### src/erol_pkg.sv
// shared types and constants for the entry ring offset lookup
// no dependencies
`default_nettype none

package erol_pkg;

    localparam int DEPTH       = 16;
    localparam int LEN_BITS    = 16;
    localparam int HANDLE_BITS = 32;
    localparam int IDX_W       = $clog2(DEPTH);
    localparam int OFFSET_W    = 20;
    localparam int SLOT_W      = 4;

    localparam logic OP_ADD  = 1'b0;
    localparam logic OP_FIND = 1'b1;

    typedef enum logic {
        ST_IDLE,
        ST_WALK
    } t_state;

endpackage

`default_nettype wire

### src/entry_ring_offset_lookup.sv
// entry ring with byte-offset lookup: handle and length memories plus walk fsm
// depends on erol_pkg
// add: result strobe in the cycle after accept, busy never raised, next beat may follow at once
// find: result in the cycle after accept on an empty ring, else a walk of one entry per cycle; busy until the result
// reset clears write index, read index, full flag and fsm; entry memories are not cleared
// the receiver cannot stall: o_valid marks each result for exactly one cycle
`default_nettype none

module entry_ring_offset_lookup (
    input  wire logic                            i_clk,
    input  wire logic                            i_rst_n,
    input  wire logic                            start,
    output logic                                 busy,
    input  wire logic                            i_op,
    input  wire logic [erol_pkg::HANDLE_BITS-1:0] i_entry_handle,
    input  wire logic [erol_pkg::LEN_BITS-1:0]    i_entry_size,
    input  wire logic [erol_pkg::OFFSET_W-1:0]    i_char_offset,
    output logic                                 o_valid,
    output logic                                 o_found,
    output logic [erol_pkg::SLOT_W-1:0]           o_slot,
    output logic [erol_pkg::HANDLE_BITS-1:0]      o_found_handle,
    output logic [erol_pkg::LEN_BITS-1:0]         o_found_size,
    output logic [erol_pkg::LEN_BITS-1:0]         o_byte_in_entry,
    output logic                                 o_overwrote
);
    import erol_pkg::*;

    logic [HANDLE_BITS-1:0] handle_mem [DEPTH];
    logic [LEN_BITS-1:0]    len_mem    [DEPTH];

    t_state r_state, n_state;
    logic [IDX_W-1:0]    r_wr_idx, n_wr_idx;
    logic [IDX_W-1:0]    r_rd_idx, n_rd_idx;
    logic                r_full, n_full;
    logic [IDX_W-1:0]    r_pos, n_pos;
    logic [OFFSET_W-1:0] r_before, n_before;
    logic [OFFSET_W-1:0] r_offset;

    logic [HANDLE_BITS-1:0] r_rd_handle;
    logic [LEN_BITS-1:0]    r_rd_len;
    logic [IDX_W-1:0]       rd_addr;

    logic                   r_valid, n_valid;
    logic                   r_found, n_found;
    logic [SLOT_W-1:0]      r_slot, n_slot;
    logic [HANDLE_BITS-1:0] r_hdl, n_hdl;
    logic [LEN_BITS-1:0]    r_size, n_size;
    logic [LEN_BITS-1:0]    r_bie, n_bie;
    logic                   r_ovw, n_ovw;

    logic                   accept;
    logic                   wr_en;
    logic [OFFSET_W:0]      end_sum;
    logic [OFFSET_W-1:0]    diff;
    logic [IDX_W-1:0]       pos_next;
    logic [IDX_W-1:0]       wr_next;
    logic [IDX_W-1:0]       rd_next;

    function automatic logic [IDX_W-1:0] next_slot(input logic [IDX_W-1:0] idx);
        logic [IDX_W-1:0] res;
        if (idx == IDX_W'(DEPTH - 1)) begin
            res = '0;
        end else begin
            res = idx + 1'b1;
        end
        return res;
    endfunction

    assign busy   = (r_state != ST_IDLE);
    assign accept = start && !busy;
    assign wr_en  = accept && (i_op == OP_ADD);

    assign pos_next = next_slot(r_pos);
    assign wr_next  = next_slot(r_wr_idx);
    assign rd_next  = next_slot(r_rd_idx);
    assign end_sum  = {1'b0, r_before} + (OFFSET_W + 1)'(r_rd_len);
    assign diff     = r_offset - r_before;

    // walk issues the next slot while checking the current one
    assign rd_addr = (r_state == ST_WALK) ? pos_next : r_rd_idx;

    always_ff @(posedge i_clk) begin
        if (wr_en) begin
            handle_mem[r_wr_idx] <= i_entry_handle;
            len_mem[r_wr_idx]    <= i_entry_size;
        end
        r_rd_handle <= handle_mem[rd_addr];
        r_rd_len    <= len_mem[rd_addr];
    end

    always_ff @(posedge i_clk) begin
        if (accept) begin
            r_offset <= i_char_offset;
        end
        r_pos    <= n_pos;
        r_before <= n_before;
        r_found  <= n_found;
        r_slot   <= n_slot;
        r_hdl    <= n_hdl;
        r_size   <= n_size;
        r_bie    <= n_bie;
        r_ovw    <= n_ovw;
    end

    always_ff @(posedge i_clk) begin
        if (!i_rst_n) begin
            r_state  <= ST_IDLE;
            r_wr_idx <= '0;
            r_rd_idx <= '0;
            r_full   <= 1'b0;
            r_valid  <= 1'b0;
        end else begin
            r_state  <= n_state;
            r_wr_idx <= n_wr_idx;
            r_rd_idx <= n_rd_idx;
            r_full   <= n_full;
            r_valid  <= n_valid;
        end
    end

    always_comb begin
        n_state  = r_state;
        n_wr_idx = r_wr_idx;
        n_rd_idx = r_rd_idx;
        n_full   = r_full;
        n_pos    = r_pos;
        n_before = r_before;
        n_valid  = 1'b0;
        n_found  = 1'b0;
        n_slot   = '0;
        n_hdl    = '0;
        n_size   = '0;
        n_bie    = '0;
        n_ovw    = 1'b0;
        case (r_state)
            ST_IDLE: begin
                if (accept) begin
                    if (i_op == OP_ADD) begin
                        n_valid  = 1'b1;
                        n_wr_idx = wr_next;
                        if (r_full) begin
                            n_rd_idx = rd_next;
                            n_ovw    = 1'b1;
                        end
                        if (wr_next == (r_full ? rd_next : r_rd_idx)) begin
                            n_full = 1'b1;
                        end
                    end else if (!r_full && (r_wr_idx == r_rd_idx)) begin
                        // empty ring: immediate miss
                        n_valid = 1'b1;
                    end else begin
                        n_state  = ST_WALK;
                        n_pos    = r_rd_idx;
                        n_before = '0;
                    end
                end
            end
            ST_WALK: begin
                if ({1'b0, r_offset} < end_sum) begin
                    n_valid = 1'b1;
                    n_found = 1'b1;
                    n_slot  = SLOT_W'(r_pos);
                    n_hdl   = r_rd_handle;
                    n_size  = r_rd_len;
                    n_bie   = diff[LEN_BITS-1:0];
                    n_state = ST_IDLE;
                end else if (pos_next == r_wr_idx) begin
                    // past the end of the stored bytes
                    n_valid = 1'b1;
                    n_state = ST_IDLE;
                end else begin
                    n_before = end_sum[OFFSET_W-1:0];
                    n_pos    = pos_next;
                end
            end
            default: begin
                n_state = ST_IDLE;
            end
        endcase
    end

    assign o_valid         = r_valid;
    assign o_found         = r_found;
    assign o_slot          = r_slot;
    assign o_found_handle  = r_hdl;
    assign o_found_size    = r_size;
    assign o_byte_in_entry = r_bie;
    assign o_overwrote     = r_ovw;

endmodule

`default_nettype wire

### config.mk
export PLATFORM = sky130hd
export DESIGN_NAME = entry_ring_offset_lookup
export DESIGN_NICKNAME = d
export VERILOG_FILES = /design/src/erol_pkg.sv /design/src/entry_ring_offset_lookup.sv
export SDC_FILE = /design/constraint.sdc
export NUM_CORES = 1
export LEC_CHECK = 0
export BUFFER_PORTS_ARGS = -buffer_cell sky130_fd_sc_hd__buf_2
export CAP_MARGIN = 0
export CORE_MARGIN = 5
export CORE_UTILIZATION = 25
export CTS_CLUSTER_DIAMETER = 30
export DETAILED_ROUTE_END_ITERATION = 16
export PLACE_DENSITY = 0.5
export SKIP_LAST_GASP = 1
export SYNTH_ARGS = -nofsm -noshare
export SYNTH_HDL_FRONTEND = slang
export SYNTH_SLANG_ARGS = --single-unit
### constraint.sdc
create_clock -name i_clk -period 7.3 [get_ports i_clk]
set_clock_uncertainty 0.05 [all_clocks]
set_input_delay 1.095 -clock i_clk [delete_from_list [all_inputs] [get_ports i_clk]]
set_output_delay 1.095 -clock i_clk [all_outputs]
set_load 0.01 [all_outputs]
==> summary.md, run 1 <==
| Metric | Value |
|---|---|
| Status | finished clean |
| Clock latency on the worst-skew pair | 0.78 ns |
| Hold Startpoint | r_rd_handle[9] |
| # rows | 139 |
| Least-Margin Pin Slew | approximately 1.1 ns |
| Num ports | 144 |
| Vias in the first global route | slightly above 20000 |
| Post-CTS resize count | 0 |
| LEAKAGE | about 0.016 uW |
| Worst-path maximum fanout | 27 |
| Power density cells | ~350 nW/um^2 |
| Top_reg_cell synth | edfxtp_1 |
| Yosys reg bits | 941 |
| Final setup vio count | 0 |
| P&R area growth vs syn | 27.85% |
| DP HPWL | 52910 um |
| MaxCap Viol Count | 0 |
| DRT antenna net count | 0 |
| Vias per cell | around 4.4 |
| DRC | 0 |
| Pin count of the biggest net entering global routing | 102 |
| Synthesized netlist net count | 2385 |
| Critical path arrival | 5.08 ns |
| Ys async rst share | 0 |
| Final-report hold violation count | 0 |
| Number of buffers created by CTS | approximately 190 |
| Cell count after synthesis | 2255 |
| Clock Tree Root | clkbuf_16 |
| Max Freq | 210.3 MHz |
| Postcts setup bufs | 0 |
| Slew headroom | 0.2894 |
| Crit start category | register |
| Fin nets | about 2700 |
| Critical path class | register to register |
| Final WL | 94530 um |
| Cell Area, Synth | 36320 um^2 |
| Required @ worst endpoint | ~7.6 ns |
| DIE AREA | 153000 um^2 |
| Clock sinks | around 940 |
| Initial Utilization | 0.2522 |
| Setup tns final | 0 ns |
| Reg2reg start | r_before[0] |
| Worst min path class | register to register |
| EDFF count, synth | 812 |
| Sequential area share after synthesis | 0.7424 |
| Element type at the critical path end | register |
| CTS tree | done |
| Drt pass-1 iters | 4 |
| Post-CTS Hold Fix Bufs | 0 |
| Worst-case clock buffer depth | 3 |
| Core ar. | 144000 um^2 |
| Max IR drop VDD | about 0.22 mV |
| Synth cell types | 55 |
| DR iter-0 viols | 1267 |
| Period minus WS final | between 4 and 5 ns |
| RSZ-0062 raised after global routing | false |
| Power Total | 16370 uW |
| Port bufs | 143 |
| Worst setup startpoint | r_before[0] |
| Initial antenna violation count | 26 |
| Clk slew on worst S/H paths | 0.05 ns |
| Tcrit/Tclk final | 0.6514 |
| Die H | just under 400 um |
| Synth warn | 0 |
| Die width | 391.2 um |
| GP Congestion | 0.7577 |
| First-pass GRT wire length | 138500 um |
| CTS HTree Levels | 4 |
| GRT Residual Overflow | 0 |
| Share of cells above drive strength 1 | 0.2379 |
| WL/cell | 20.49 um |
| Overall Global Routing Usage | 0.1219 |
| DR vias | ~20000 |
| Mean post-synth cell area | 16.11 um^2 |
| Max-slew violation count | 0 |
-- report_power, final --
part / switching, uW / internal [uW] / leakage (uW)
Sequential: 80.1 / 6020 / 0.00840
Clock: 2900 / 6000 / 0.00329
Combinational: 851 / 521 / 0.00435
-- stage by stage --
stage | hold WS [ns] | std cells | worst slack [ns] | utilization | cell area, um^2
4_1_cts | 0.3685 | 4597 | 2.508 | 0.3222 | 46400
6_report | 0.3694 | 4613 | 2.545 | 0.3225 | 46440
5_1_grt | 0.3824 | 4597 | 2.110 | 0.3222 | 46400
3_5_place_dp | 0.3640 | 4236 | 2.553 | 0.2752 | 39630
2_1_floorplan | 0.3557 | 2255 | 0.5458 | - | 36320
3_3_place_gp | 0.3581 | 4236 | 2.576 | 0.2752 | 39630
-- per-layer routing --
metal	track usage	routed length [um]	vias to the layer above
met2	0.1976	44600	528
met1	0.1587	41660	10240
li1	-	-	9311
met5	0	79	-
met4	0.03946	2194	12
met3	0.03385	6001	177
-- worst max-delay path, cell delays in order, from the launching register on --
cell      delay (ns)
edfxtp_1        0.35
ha_1            0.18
inv_1           0.06
fa_1            0.40
nor2b_1         0.16
o31a_1          0.22
o21ai_2         0.12
o221ai_2        0.27
a21oi_1         0.16
nor2_1          0.24
xnor2_1         0.10
ha_1            0.30
o21a_1          0.11
nor3_1          0.04
a21oi_1         0.15
a31o_1          0.44
nand3_4         0.37
nor3_2          0.27
buf_4           0.35
-- logic make-up (layout without fill, tap and decap cells) --
| family | Yosys count | count (layout) | synth area share |
|---|---|---|---|
| flip-flops | 941 | 941 | 0.7424 |
| AND/OR/NAND/NOR | 649 | 649 | 0.08126 |
| AO/OA/AOI/OAI | 222 | 222 | 0.04051 |
| multiplexers | 197 | 197 | 0.08774 |
| buffers and inverters | 143 | 582 | 0.01684 |
| adder cells (fa/ha/maj) | 58 | 58 | 0.02039 |
| XOR/XNOR | 45 | 45 | 0.01085 |
| other | 0 | 16 | 0 |
-- cells in the final DEF (no fill, tap or decap), types with 57 or more instances in the layout --
master and n:
and2_1 60, buf_2 143, clkbuf_16 199, dfxtp_1 129
edfxtp_1 812, mux2i_1 99, mux4_2 96, nand2_1 321
nand3_1 107, o21ai_1 57
-- flip-flops by register name, summed over array words and instances, names as in the netlist, 4 cells and up --
name	count
r_wr_idx	4
o_found_size	16
handle_mem	512
r_rd_len	16
o_found_handle	32
r_rd_idx	4
r_pos	4
r_rd_handle	32
o_slot	4
o_byte_in_entry	16
len_mem	256
r_before	20
r_offset	20
-- Yosys cell counts, drive strengths merged, types with 2 or more instances --
cell type  count  share of area
o32ai          4        0.00096
o31a           5         0.0012
ha            56          0.019
fa             2         0.0011
or3            2        0.00034
o21a           6         0.0012
a21oi         30         0.0041
o21ai         78          0.011
o211ai         3        0.00062
xnor2         28         0.0068
edfxtp       812           0.67
xor2          17         0.0041
and2          60          0.010
mux2i        100          0.028
buf           41         0.0063
nand4         55         0.0095
a32oi         48          0.012
a211oi         5         0.0010
mux4          96          0.060
a21o          11         0.0023
nand2b        13         0.0022
nand2        321          0.033
nor4           2        0.00034
a21boi         2        0.00041
a31oi         15         0.0026
dfxtp        129          0.071
nand3        109          0.015
clkbuf        69         0.0071
o31ai          3        0.00062
nor2          67         0.0069
inv           32         0.0033
a22oi          2        0.00041
nor2b          4        0.00069
o21bai         4        0.00083
nor3          12         0.0017
and3           2        0.00034
-- path summary, 6_finish.rpt --
kind	endpoint	slack, ns	cells past startpoint
setup / recovery	r_pos[0]	2.54	18
hold / removal	o_found_handle[9]	0.37	1
setup reg to reg	r_pos[0]	2.54	18
hold reg to reg	o_found_handle[9]	0.37	1
-- cell type report --
cell class | count | area (um^2)
tap | 1903 | 2381
multi-input combinational | 1171 | 8975
clock inverter | 134 | 1582
timing repair buffer | 188 | 1179
antenna | 16 | 40.04
clock buffer | 227 | 5185
fill | 14050 | 97560
inverter | 33 | 131.4
sequential | 941 | 26970
Power figures use the tool's default switching activity.
==> inputs of run 2 (changes only) <==
Settings changed: PLACE_DENSITY 0.5 to 0.51.
Clock period 7.3 ns to 3.9 ns, I/O delays scaled along.
==> summary.md, run 2 (same netlist as run 1, synthesis figures left out) <==
| Metric | Value |
|---|---|
| Status | complete, but fails checks |
| Failing checks | setup timing |
| Tcrit/Tclk final | 1.016 |
| Clock Tree Root | clkbuf_16 |
| Met1 GRT Util | 0.1629 |
| Worst-case clock buffer depth | 3 |
| DR iter-0 viols | 1395 |
| Vias per cell | 4.446 |
| Slew headroom | 0.2141 |
| Dpl cell area | 40190 um^2 |
| Max reg flops | 512 |
| GRT met3 Usage | 0.03127 |
| Biggest register | handle_mem |
| Critical-path cell list | ha_2 -> inv_2 -> fa_2 -> nor2b_2 -> o31a_1 -> o21ai_2 -> o21a_1 -> o31ai_2 -> xnor2_1 -> ha_1 -> and4_4 -> a221oi_4 -> o21ai_2 -> a31o_1 -> nand3_4 -> buf_12 -> buf_12 -> a21boi_1 |
| # rows | 139 |
| Reg2Reg Depth | 18 |
| P&R area growth vs syn | 31.01% |
| Pin count of the biggest net entering global routing | 145 |
| Most frequent cells in the layout | edfxtp_1 (812), nand2_1 (320), clkbuf_16 (203), buf_2 (143), dfxtp_1 (129) |
| CTS HTree Levels | 4 |
| Max IR drop VDD | 0.4520 mV |
| Largest regs | handle_mem: 512 flops, len_mem: 256 flops |
| Vias in the first global route | about 22000 |
| Max stage delay on crit path | 0.37 ns |
| DP HPWL | 54930 um |
| Final core utilization | 0.3304 |
| Required @ worst endpoint | 4.48 ns |
| DR vias | 20860 |
| Commonest non-fill, non-tap cell in the layout | edfxtp_1 |
| MaxCap Viol Count | 0 |
| Grt peak-use layer | met2 |
| Die width | 391.2 um |
| CP max-delay cell | edfxtp_1 |
| Num ports | 144 |
| WHS | about 0.067 ns |
| Final-report hold violation count | 0 |
| Clock latency on the worst-skew pair | approximately 0.76 ns |
| Clock sinks | 941 |
| Max-slew violation count | 0 |
| Fin area | between 40000 and 50000 um^2 |
| DRT antenna net count | 0 |
| Initial antenna violation count | 27 |
| DRC | 0 |
| Least-Margin Pin Slew | 1.179 ns |
| CTS tree | done |
| DIE AREA | 153000 um^2 |
| Number of buffers created by CTS | 197 |
| Final setup vio count | 39 |
| Port bufs | 143 |
| Critical path class | register to register |
| Critical path arrival | 4.54 ns |
| RSZ-0062 raised after global routing | true |
| Clk slew on worst S/H paths | 0.04 ns |
| Max Freq | 252.5 MHz |
| WL/cell | 20.75 um |
| Worst min path class | primary input to register |
| Overall Global Routing Usage | 0.1239 |
| Period minus WS final | 3.961 ns |
| Crit start category | register |
| WHS Path Cells | 1 |
| Worst-path maximum fanout | 26 |
| GP Congestion | 0.7826 |
| Die H | 391.2 um |
| Fin nets | ~2700 |
| Pre-CTS setup slack | -0.09899 ns |
| Setup tns final | -0.9894 ns |
| Final WL | 97380 um |
| Drt pass-1 iters | 5 |
| Core ar. | around 140000 um^2 |
| Filler instances | about 14000 |
| Initial Utilization | 0.2522 |
| Met2 usage | 0.2011 |
| Element type at the critical path end | register |
| Setup ws final | -0.06106 ns |
| First-pass GRT wire length | ~140000 um |
| Share of cells above drive strength 1 | 0.2578 |
| GRT Residual Overflow | 0 |
| LEAKAGE | 0.01652 uW |
| Power density cells | 655.9 nW/um^2 |
## run 2: critical path, delay by kind of cell (launching register included)
kind                       cells  cell delay [ns]
buffers and inverters          3             0.41
AOI/OAI and AO/OA              8             1.53
adders and majority gates      3             0.85
xor gates and xnor gates       1             0.19
and+or+nand+nor                3             0.44
DFF                            1             0.37
## run 2: report_power, final
group | switching [uW] | total (uW) | internal (uW)
clock network | 5510 | 16900 | 11400
logic | 1700 | 2890 | 1200
registers | 155 | 11400 | 11300
total | 7360 | 31200 | 23900
## run 2: repair_timing
action,in CTS,in global routing
pin swaps,3,6
gates cloned,1,4
gates resized for setup,4,23
hold buffers,20,0
buffers inserted,5,2
endpoints found under the hold margin,20,0
setup endpoints to repair,61,95
## run 2: layout make-up
class | instances | area, um^2 | area share
flip-flops and latches | 941 | 26970 | 0.5667
multi-input cells | 1171 | 9082 | 0.1909
clock buffers | 226 | 5101 | 0.1072
well taps | 1903 | 2381 | 0.05004
repair buffers | 265 | 2100 | 0.04412
clock inverters | 145 | 1804 | 0.03792
inverters | 33 | 131.4 | 0.002761
diodes | 8 | 20.02 | 0.0004207
## run 2: final timing paths
check | end | slack (ns) | from
min reg2reg | o_found_handle[14] | 0.37 | r_rd_handle[14]
max reg2reg | o_byte_in_entry[15] | -0.06 | r_before[0]
min | r_offset[15] | 0.07 | i_char_offset[15]
max | o_byte_in_entry[15] | -0.06 | r_before[0]
## run 2: metrics by stage
step,total power (uW),cells
2_1_floorplan,13290,2255
3_3_place_gp,14340,4282
3_5_place_dp,14340,4282
4_1_cts,31460,4679
5_1_grt,32370,4684
6_report,31210,4692
## run 2: layer usage
layer,routed length [um],up-vias
li1,-,9458
met1,43150,10630
met2,46090,581
met3,5696,172
met4,2342,16
met5,108,-
